$ cat src/hdl/aes_pkg.sv
//------------------------------------------------------------------------------
// AES package
// Shared types, tables and round functions for the AES block encryptor.
//------------------------------------------------------------------------------
package aes_pkg;

    typedef enum logic [2:0] {
        t_ST_IDLE   = 3'd0,
        t_ST_EXPAND = 3'd1,
        t_ST_LOAD   = 3'd2,
        t_ST_ROUND  = 3'd3,
        t_ST_DONE   = 3'd4
    } t_state;

    localparam logic [2:0] REG_KEY0 = 3'd0;
    localparam logic [2:0] REG_KEY1 = 3'd1;
    localparam logic [2:0] REG_KEY2 = 3'd2;
    localparam logic [2:0] REG_KEY3 = 3'd3;
    localparam logic [2:0] REG_MODE = 3'd4;

    typedef struct packed {
        logic exp_start;
        logic exp_step;
        logic blk_load;
        logic key_add;
        logic rnd_step;
        logic out_load;
    } t_cmd;

    typedef struct packed {
        logic exp_last;
        logic rnd_last;
    } t_status;

    function automatic logic [7:0] sbox(input logic [7:0] x);
        logic [7:0] t [256];
        t = '{
        8'h63,8'h7c,8'h77,8'h7b,8'hf2,8'h6b,8'h6f,8'hc5,8'h30,8'h01,8'h67,8'h2b,8'hfe,8'hd7,8'hab,8'h76,
        8'hca,8'h82,8'hc9,8'h7d,8'hfa,8'h59,8'h47,8'hf0,8'had,8'hd4,8'ha2,8'haf,8'h9c,8'ha4,8'h72,8'hc0,
        8'hb7,8'hfd,8'h93,8'h26,8'h36,8'h3f,8'hf7,8'hcc,8'h34,8'ha5,8'he5,8'hf1,8'h71,8'hd8,8'h31,8'h15,
        8'h04,8'hc7,8'h23,8'hc3,8'h18,8'h96,8'h05,8'h9a,8'h07,8'h12,8'h80,8'he2,8'heb,8'h27,8'hb2,8'h75,
        8'h09,8'h83,8'h2c,8'h1a,8'h1b,8'h6e,8'h5a,8'ha0,8'h52,8'h3b,8'hd6,8'hb3,8'h29,8'he3,8'h2f,8'h84,
        8'h53,8'hd1,8'h00,8'hed,8'h20,8'hfc,8'hb1,8'h5b,8'h6a,8'hcb,8'hbe,8'h39,8'h4a,8'h4c,8'h58,8'hcf,
        8'hd0,8'hef,8'haa,8'hfb,8'h43,8'h4d,8'h33,8'h85,8'h45,8'hf9,8'h02,8'h7f,8'h50,8'h3c,8'h9f,8'ha8,
        8'h51,8'ha3,8'h40,8'h8f,8'h92,8'h9d,8'h38,8'hf5,8'hbc,8'hb6,8'hda,8'h21,8'h10,8'hff,8'hf3,8'hd2,
        8'hcd,8'h0c,8'h13,8'hec,8'h5f,8'h97,8'h44,8'h17,8'hc4,8'ha7,8'h7e,8'h3d,8'h64,8'h5d,8'h19,8'h73,
        8'h60,8'h81,8'h4f,8'hdc,8'h22,8'h2a,8'h90,8'h88,8'h46,8'hee,8'hb8,8'h14,8'hde,8'h5e,8'h0b,8'hdb,
        8'he0,8'h32,8'h3a,8'h0a,8'h49,8'h06,8'h24,8'h5c,8'hc2,8'hd3,8'hac,8'h62,8'h91,8'h95,8'he4,8'h79,
        8'he7,8'hc8,8'h37,8'h6d,8'h8d,8'hd5,8'h4e,8'ha9,8'h6c,8'h56,8'hf4,8'hea,8'h65,8'h7a,8'hae,8'h08,
        8'hba,8'h78,8'h25,8'h2e,8'h1c,8'ha6,8'hb4,8'hc6,8'he8,8'hdd,8'h74,8'h1f,8'h4b,8'hbd,8'h8b,8'h8a,
        8'h70,8'h3e,8'hb5,8'h66,8'h48,8'h03,8'hf6,8'h0e,8'h61,8'h35,8'h57,8'hb9,8'h86,8'hc1,8'h1d,8'h9e,
        8'he1,8'hf8,8'h98,8'h11,8'h69,8'hd9,8'h8e,8'h94,8'h9b,8'h1e,8'h87,8'he9,8'hce,8'h55,8'h28,8'hdf,
        8'h8c,8'ha1,8'h89,8'h0d,8'hbf,8'he6,8'h42,8'h68,8'h41,8'h99,8'h2d,8'h0f,8'hb0,8'h54,8'hbb,8'h16};
        return t[x];
    endfunction

    function automatic logic [31:0] sub_word(input logic [31:0] x);
        return {sbox(x[31:24]), sbox(x[23:16]), sbox(x[15:8]), sbox(x[7:0])};
    endfunction

    function automatic logic [7:0] xt(input logic [7:0] b);
        return {b[6:0], 1'b0} ^ (b[7] ? 8'h1b : 8'h00);
    endfunction

    function automatic logic [31:0] mix_col(input logic [31:0] v);
        logic [7:0] a0, a1, a2, a3;
        a0 = v[31:24];
        a1 = v[23:16];
        a2 = v[15:8];
        a3 = v[7:0];
        return {xt(a0) ^ xt(a1) ^ a1 ^ a2 ^ a3,
                a0 ^ xt(a1) ^ xt(a2) ^ a2 ^ a3,
                a0 ^ a1 ^ xt(a2) ^ xt(a3) ^ a3,
                xt(a0) ^ a0 ^ a1 ^ a2 ^ xt(a3)};
    endfunction

    function automatic logic [7:0] rcon(input logic [3:0] i);
        logic [7:0] r;
        unique case (i)
            4'd1:    r = 8'h01;
            4'd2:    r = 8'h02;
            4'd3:    r = 8'h04;
            4'd4:    r = 8'h08;
            4'd5:    r = 8'h10;
            4'd6:    r = 8'h20;
            4'd7:    r = 8'h40;
            4'd8:    r = 8'h80;
            4'd9:    r = 8'h1b;
            4'd10:   r = 8'h36;
            default: r = 8'h00;
        endcase
        return r;
    endfunction

endpackage

$ cat src/hdl/aes_ctrl.sv
//------------------------------------------------------------------------------
// AES controller
// Sequences key expansion, block load, rounds and result handoff.
//------------------------------------------------------------------------------
module aes_ctrl (
    input  logic             i_clk,
    input  logic             i_rst_n,
    input  logic             i_cfg_we,
    input  logic [2:0]       i_cfg_index,
    input  logic             i_in_valid,
    output logic             o_in_stall,
    input  logic             i_out_stall,
    output logic             o_out_valid,
    input  aes_pkg::t_status i_status,
    output aes_pkg::t_cmd    o_cmd
);
    aes_pkg::t_state r_state, n_state;
    logic r_ready, n_ready;
    logic r_ovalid, n_ovalid;
    logic cfg_hit;
    logic take;

    assign cfg_hit = i_cfg_we && (i_cfg_index <= aes_pkg::REG_MODE);
    assign take = i_in_valid && !o_in_stall;

    always_ff @(posedge i_clk) begin
        if (!i_rst_n) begin
            r_state  <= aes_pkg::t_ST_IDLE;
            r_ready  <= 1'b0;
            r_ovalid <= 1'b0;
        end else begin
            r_state  <= n_state;
            r_ready  <= n_ready;
            r_ovalid <= n_ovalid;
        end
    end

    always_comb begin
        n_state = r_state;
        n_ready = r_ready;
        if (cfg_hit) begin
            n_ready = 1'b0;
        end
        unique case (r_state)
            aes_pkg::t_ST_IDLE: begin
                if (take) begin
                    n_state = r_ready ? aes_pkg::t_ST_LOAD : aes_pkg::t_ST_EXPAND;
                end
            end
            aes_pkg::t_ST_EXPAND: begin
                if (i_status.exp_last) begin
                    n_state = aes_pkg::t_ST_LOAD;
                    n_ready = 1'b1;
                end
            end
            aes_pkg::t_ST_LOAD:  n_state = aes_pkg::t_ST_ROUND;
            aes_pkg::t_ST_ROUND: begin
                if (i_status.rnd_last) begin
                    n_state = aes_pkg::t_ST_DONE;
                end
            end
            aes_pkg::t_ST_DONE: begin
                if (!r_ovalid || !i_out_stall) begin
                    n_state = aes_pkg::t_ST_IDLE;
                end
            end
            default: n_state = aes_pkg::t_ST_IDLE;
        endcase
    end

    always_comb begin
        o_cmd = '0;
        n_ovalid = r_ovalid && i_out_stall;
        o_in_stall = (r_state != aes_pkg::t_ST_IDLE);
        unique case (r_state)
            aes_pkg::t_ST_IDLE: begin
                o_cmd.exp_start = take && !r_ready;
                o_cmd.blk_load  = take;
            end
            aes_pkg::t_ST_EXPAND: o_cmd.exp_step = 1'b1;
            aes_pkg::t_ST_LOAD:   o_cmd.key_add  = 1'b1;
            aes_pkg::t_ST_ROUND:  o_cmd.rnd_step = 1'b1;
            aes_pkg::t_ST_DONE: begin
                if (!r_ovalid || !i_out_stall) begin
                    o_cmd.out_load = 1'b1;
                    n_ovalid = 1'b1;
                end
            end
            default: o_cmd = '0;
        endcase
    end

    assign o_out_valid = r_ovalid;
endmodule

$ cat config.mk
export PLATFORM = sky130hd
export DESIGN_NAME = aes_ctrl
export DESIGN_NICKNAME = d
export VERILOG_FILES = /design/src/hdl/aes_pkg.sv /design/src/hdl/aes_ctrl.sv
export SDC_FILE = /design/constraint.sdc
export NUM_CORES = 1
export LEC_CHECK = 0
export ABC_CLOCK_PERIOD_IN_PS = 2770
export BUFFER_PORTS_ARGS = -buffer_cell sky130_fd_sc_hd__buf_2
export CAP_MARGIN = 20
export CELL_PAD_IN_SITES_DETAIL_PLACEMENT = 0
export CELL_PAD_IN_SITES_GLOBAL_PLACEMENT = 1
export CORE_AREA = 2 2 39 41
export DETAILED_ROUTE_END_ITERATION = 10
export DIE_AREA = 0 0 41 43
export PLACE_DENSITY_LB_ADDON = 0.15
export SLEW_MARGIN = 0
export SYNTH_ARGS = -nofsm -noshare
export SYNTH_HDL_FRONTEND = slang
export SYNTH_SLANG_ARGS = --single-unit
$ cat constraint.sdc
create_clock -name i_clk -period 2.77 [get_ports i_clk]
set_input_delay 0.554 -clock i_clk [delete_from_list [all_inputs] [get_ports i_clk]]
set_output_delay 0.554 -clock i_clk [all_outputs]
set_load 0.02 [all_outputs]
### Yosys cells after proc, flatten, opt, wreduce, memory -nomap -nowiden

Index checks and enable logic that the tools add are counted.

* register bits after elaboration: 5
* output and inout port bits: 8
* word-level logic and storage cells: 42
* input port bits: 10

* eq/ne operators: 8
* reduce and logical (&&, ||, !) cells: 12
* muxes and demuxes: 18
* $lt $le $gt $ge: 1

Operator list (count)
* case mux 3 bit (5 select lines): 1
* two-way mux 1 bit: 12
* two-way mux 3 bit: 4
* != test 2 bit (second input constant): 4
* == test 3 x 2 -> 1 bit (second input constant): 2
* logical AND 1 bit: 4
* logical NOT 1 bit: 4
* AND reduction 4 bit: 1
* == test 3 x 1 -> 1 bit (second input constant): 1
* == test 3 bit (second input constant): 1
* <= comparator 3 bit (second input constant): 1
* logical NOT 3 bit: 1
* nonzero test 3 bit: 1
* two-way mux 2 bit: 1
* logical OR 1 bit: 1

### Longest topological paths before layout

Gate-level depths: netlist of run 1.

* depth in word-level cells: 5
* gate-level depth with buffers: 4
* depth with buffers taken out: 3

### Worst setup path before layout of run 1

No wires, ideal clock.

* path type: register to output
* from: register r_state[1]
* to: output port o_cmd[5] (netlist bit)
* stages on the path, launching flop included: 5
* buffers on the path: 1
* arrival time: 1120 ps
* path slack: 1096 ps
* cell sequence: dfxtp_1 -> buf_2 -> nor2_2 -> and3_1 -> and2b_1

RTL lines
* start, declared: RTL line aes_ctrl.sv:17 `aes_pkg::t_state r_state, n_state;`
* start signal, assigned: RTL line aes_ctrl.sv:28 `r_state <= aes_pkg::t_ST_IDLE;`
* start signal, assigned: RTL line aes_ctrl.sv:32 `r_state <= n_state;`
* end, declared: RTL line aes_ctrl.sv:15 `output aes_pkg::t_cmd o_cmd`

==> results of run 1 <==
## area by class of cell
type	count	share of cell area, %
Timing Repair Buffer	17	21.25
Sequential cell	5	25.00
Clock buffer	4	6.563
Multi-Input combinational cell	25	40.31
Inverter	2	1.875
Tap cell	16	5.000
## cells in the final DEF, fill, tap and decap left out, drive strengths merged
master and n:
a21boi 3, a221oi 1, inv 2, a21oi 1, and2b 1, o21a 1, o21ai 3, nor3 1
and3 1, nor2 1, a211oi 1, nand2 5, and2 1, buf 17, nor3b 2, dfxtp 5
clkbuf 4, nand4 1, and3b 1, o311ai 1
## routing by layer
metal	vias up	global-route usage [%]	wire [um]
li1	162	-	-
met1	137	9.904	306
met2	10	13.13	335
met3	0	6.806	62
met4	0	4.000	0
met5	-	0	0
## cells by family after synthesis
kind of cell    synth area share [%]
flops                          36.53
buf+inv                        4.565
compound gates                 27.40
simple gates                   31.51
## worst reg2reg max path: stages, from the launching register on
cell	delay (ns)
dfxtp_1	0.49
nor3b_2	0.09
and2_1	0.17
o21a_1	0.16
## registers in the layout, summed over array words and instances (netlist names)
signal,cells
r_state,3
r_ready,1
o_out_valid,1
## metrics by stage
step | total power, mW | utilization, % | area [sq um] | hold slack (ns)
after CTS | 0.2421 | 28.93 | 400.4 | 0.5051
after global routing | 0.2532 | 28.93 | 400.4 | 0.5302
final | 0.2384 | 28.93 | 400.4 | 0.5010
after floorplan | 0.1318 | - | 274.0 | 0.4595
after global placement | 0.1555 | 27.03 | 374.1 | 0.4844
after detailed placement | 0.1567 | 27.03 | 374.1 | 0.4995
## cell usage after synthesis, drive strengths merged
library cell and number:
and3b 1, and3 1, and2 1, buf 1, nand4 1, nand2 5, o21a 1, nor2 1
nor3 1, nor3b 2, dfxtp 5, o21ai 3, a221oi 1, inv 2, o311ai 1, a21oi 1
a21boi 3, a211oi 1, and2b 1
## where the power goes
| part | internal [mW] | switching (mW) |
|---|---|---|
| logic | 0.0284 | 0.0374 |
| clock network | 0.0545 | 0.0295 |
| registers | 0.0780 | 0.0106 |
## worst min path at each step
stage,from,end,slack (ns),depth (start not counted)
finish,o_out_valid,o_out_valid,0.50,2
detailed placement,o_out_valid,o_out_valid,0.50,2
CTS,o_out_valid,o_out_valid,0.51,2
global route,o_out_valid,o_out_valid,0.53,2
floorplan,r_ready,r_state[0],0.46,1
global placement,o_out_valid,o_out_valid,0.48,2
==> flow_summary_export.csv, run 1 <==
group,metric,value,unit
pwr,peakVddDrop,0.0001979,V
routing,via_per_inst,4.478,
synth,synth_area,274.0,sq um
grt,groute.usage.overall,9.218,%
pwr,p_leak,0.1933,nW
synth,synth.net_count,43,
synth,ys_seq_elements,5,
worst_setup_path,cp.buffers_inverters,1,
grt,grt_pass1_wl,1069,um
cells_and_area,n_antenna_cell,0,
synth,ys_seq_area_share,36.53,%
worst_setup_path,crit_type,"reg -> out",
clocking,clock-sinks,5,
worst_setup_path,max_stage_delay,0.49,ns
sta,rsz0062_at_grt,"no",
worst_setup_path,cp_slowest_cell,"dfxtp_1",
run_status,status,"completed",
sta,fmax,526.2,MHz
synth,synth.distinct_cells,21,
grt,grt_pass1_vias,285,
grt,grt_max_degree,10,
worst_setup_path,critPathTopFamily,"flip-flops",
worst_setup_path,r2r_cells,3,
min_path,hp-class,"reg -> reg",
routing,drtAntennaViolNets,0,
sta,maxSlewHeadroom,78.88,%
floorplan,die-area,1763,sq um
clocking,clock_latency,0.24,ns
placement,dp_cells,65,
worst_setup_path,r2r_start,"r_state[1]",
placement,pre_cts_ws,1.095,ns
sta,slew_viol_final,0,
routing,drt_pre_antenna_iters,2,
worst_setup_path,endpoint_kind,"output pin",
sta,min_period,1.901,ns
worst_setup_path,crit_cells,4,
worst_setup_path,path_cells,"nor2_2, and3_1, and2b_1, buf_2",
clocking,cts_tree,"done",
clocking,root_buffer,"clkbuf_4",
routing,vias,309,
worst_setup_path,reg2reg_slack,1.76,ns
routing,drcViolationCount,0,
floorplan,io_pins,18,
worst_setup_path,crit_start,"r_state[1]",
clocking,cts_made_buffers,3,
worst_setup_path,r2r-end,"r_ready",
cells_and_area,final_nets,64,
placement,post-dp-hpwl,577.4,um
routing,finalWirelength,704,um
worst_setup_path,endpoint,"o_cmd[5]",
pwr,p_per_area,595.5,nW/um^2
cells_and_area,areaGrowthSynthToFinish,46.12,%
flow_run,timing.max_cap.violations,0,
clocking,postCtsSetupBuffers,0,
synth,syn_avg_cell_area,8.303,sq um
clocking,htree_levels,1,
sta,tns,0,ns
cells_and_area,drive_gt1_share,43.40,%
sta,setup_violations,0,
routing,first_iter_violations,2,
sta,worst_slew_pin_slew,0.3119,ns
clocking,holdBufCountCts,0,
worst_setup_path,required,2.22,ns
grt,grt.overflow.total,0,
cells_and_area,regArea,100.1,sq um
synth,syn_inst,33,
floorplan,start_util,19.80,%
sta,period_share,68.61,%
worst_setup_path,crit_fanout,9,
sta,worst_clock_skew,0.004937,ns
floorplan,fp-row-count,14,
synth,synth_top_area_cell,"dfxtp_1",
clocking,ctsResizeCount,0,
synth,synth.top_cell.area_share,36.53,%
clocking,clkTransAtPathRegs,0.05,ns
synth,synth_area_leaders,"dfxtp_1, nand2_1, o21ai_0",
placement,portBuffers,17,
floorplan,die_height,43,um
floorplan,die_w,41,um
sta,finalWorstSetupSlack,0.8695,ns
cells_and_area,fill_cells,166,
worst_setup_path,critPathArrivalTime,1.35,ns
synth,ys_warn_count,0,
worst_setup_path,worst_setup_path_start_kind,"register",
grt,antenna_found_initial,0,
placement,gp_congestion,0.6930,
floorplan,coreArea,1384,sq um
cells_and_area,fin_cells,69,
cells_and_area,multi_input_area,161.4,sq um
clocking,cts_buffer_depth,2,
routing,routedWlPerCell,10.20,um
sta,hold_viol,0,
No activity file was read; power rests on OpenSTA's default activity.
==> run 2, diff against run 1 <==
--- a/config.mk
+++ b/config.mk
@@ -5,7 +5,7 @@
 export SDC_FILE = /design/constraint.sdc
 export NUM_CORES = 1
 export LEC_CHECK = 0
-export ABC_CLOCK_PERIOD_IN_PS = 2770
+export ABC_CLOCK_PERIOD_IN_PS = 1700
 export BUFFER_PORTS_ARGS = -buffer_cell sky130_fd_sc_hd__buf_2
 export CAP_MARGIN = 20
 export CELL_PAD_IN_SITES_DETAIL_PLACEMENT = 0
==> constraint.sdc (replaced) <==
create_clock -name i_clk -period 1.7 [get_ports i_clk]
set_input_delay 0.34 -clock i_clk [delete_from_list [all_inputs] [get_ports i_clk]]
set_output_delay 0.34 -clock i_clk [all_outputs]
set_load 0.02 [all_outputs]
==> flow_summary_export.csv, run 2 (synthesized netlist as in run 1, its figures left out) <==
group,metric,value,unit
pwr,seqPwrFrac,37.5,%
routing,routedWlPerCell,9.913,um
flow_run,timing.max_cap.violations,0,
floorplan,die_height,43,um
routing,drcViolationCount,0,
pwr,p_per_area,965.5,nW/um^2
cells_and_area,fin_cells,69,
sta,fmax,646.4,MHz
pwr,p_leak,0.1955,nW
pwr,peakVddDrop,0.0004067,V
floorplan,die_w,41,um
sta,finalWorstSetupSlack,0.1529,ns
worst_setup_path,crit_type,"reg -> out",
worst_setup_path,endpoint_kind,"output pin",
grt,antenna_found_initial,0,
cells_and_area,drive_gt1_share,47.17,%
routing,via_per_inst,4.464,
cells_and_area,areaGrowthSynthToFinish,48.86,%
cells_and_area,final_common_cell,"buf_2",
clocking,ctsResizeCount,0,
worst_setup_path,r2r_start,"r_state[0]",
cells_and_area,fill_cells,168,
routing,first_iter_violations,0,
clocking,clock-sinks,5,
cells_and_area,largest_register,"r_state",
clocking,cts_tree,"done",
placement,placed_area,374.1,sq um
grt,groute.usage.overall,9.749,%
floorplan,coreArea,1384,sq um
sta,maxSlewHeadroom,76.36,%
floorplan,start_util,19.80,%
grt,grt_pass1_wl,1097,um
routing,finalWirelength,684,um
run_status,status,"completed",
placement,dp_cells,65,
min_path,hp-class,"in -> reg",
clocking,postCtsSetupBuffers,0,
worst_setup_path,r2r-end,"r_state[0]",
sta,worst_clock_skew,0.003443,ns
placement,gp_congestion,0.6989,
placement,portBuffers,17,
sta,period_share,91.00,%
cells_and_area,final_cell_mix,"buf_2, nand2_1, o21ai_0, clkbuf_4, dfxtp_1",
sta,setup_violations,0,
clocking,htree_levels,1,
pwr,p_clk_share,35.0,%
sta,tns,0,ns
worst_setup_path,crit_fanout,8,
grt,grt.overflow.total,0,
grt,grt_max_degree,10,
cells_and_area,final_area,407.9,sq um
floorplan,io_pins,18,
clocking,clkTransAtPathRegs,0.04,ns
clocking,holdBufCountCts,0,
grt,grt_pass1_vias,285,
placement,post-dp-hpwl,554.6,um
worst_setup_path,r2r_cells,2,
worst_setup_path,worst_setup_path_start_kind,"register",
cells_and_area,post-route-util,29.48,%
worst_setup_path,reg2reg_slack,0.74,ns
cells_and_area,regArea,102.6,sq um
sta,rsz0062_at_grt,"no",
worst_setup_path,required,1.36,ns
worst_setup_path,crit_start,"r_state[0]",
sta,worst_slew_pin_slew,0.3491,ns
pwr,internal-power,0.2660,mW
clocking,root_buffer,"clkbuf_4",
sta,slew_viol_final,0,
cells_and_area,final_nets,64,
min_path,hold_path.startpoint,"i_rst_n",
sta,hold_viol,0,
cells_and_area,largest_reg_flops,3,
routing,drt_pre_antenna_iters,1,
routing,vias,308,
clocking,cts_buffer_depth,2,
clocking,cts_made_buffers,3,
floorplan,fp-row-count,14,
cells_and_area,n_antenna_cell,0,
routing,drtAntennaViolNets,0,
worst_setup_path,critPathArrivalTime,1.21,ns
cells_and_area,multi_input_area,166.4,sq um
placement,pre_cts_ws,0.2962,ns
clocking,clock_latency,0.24,ns
sta,min_period,1.547,ns
pwr,p_sw_share,32.45,%
min_path,hold_path_depth,2,
pwr,power_switching,0.1278,mW
floorplan,die-area,1763,sq um
min_path,holdPathEnd,"r_ready",
pwr,p_comb_share,27.5,%
run 2: cell counts in the layout (fill, tap and decap cells not counted):
Identical to the previous run, type by type.
run 2: layer usage:
layer	wire length [um]	GRT usage, %	vias up	part of all wire, %
met2	347	13.13	10	51
li1	-	-	160	-
met3	25	6.283	2	3.7
met1	299	10.97	136	44
met5	0	0	-	0
met4	11	6.000	0	1.6
run 2: worst max-delay path by stage:
stage | to | slack (ns) | cells after the start
CTS | o_cmd[5] | 0.03 | 4
finish | o_cmd[5] | 0.15 | 4
floorplan | o_cmd[5] | 0.24 | 4
global route | o_cmd[5] | 0.02 | 4
detailed placement | o_cmd[5] | 0.30 | 4
global placement | o_cmd[5] | 0.34 | 4
run 2: layout make-up:
type / count / area share (%)
clock buffer: 4 / 6.442
inverter: 2 / 1.840
multi-input combinational: 25 / 40.80
sequential: 5 / 25.15
tap: 16 / 4.908
timing repair buffer: 17 / 20.86
run 2: critical path: stages, from the launching register on:
cell     delay [ns]
dfxtp_2        0.36
nor2_4         0.16
and3_1         0.18
and2b_1        0.11
buf_2          0.15
run 2: metrics by stage:
| stage | hold WS (ns) | power (mW) |
|---|---|---|
| final | 0.3438 | 0.3938 |
| after global routing | 0.3561 | 0.4337 |
| after CTS | 0.3446 | 0.3978 |
| after detailed placement | 0.4916 | 0.2541 |
| after global placement | 0.4877 | 0.2529 |
| after floorplan | 0.4575 | 0.2148 |
run 2: power by group through the flow:
stage / Clock, mW / Sequential [mW] / Combinational, mW
after CTS: 0.146 / 0.144 / 0.109
after floorplan: 0 / 0.137 / 0.0779
after global placement: 0 / 0.145 / 0.108
after global routing: 0.160 / 0.152 / 0.122
after detailed placement: 0 / 0.146 / 0.108
final: 0.138 / 0.148 / 0.108
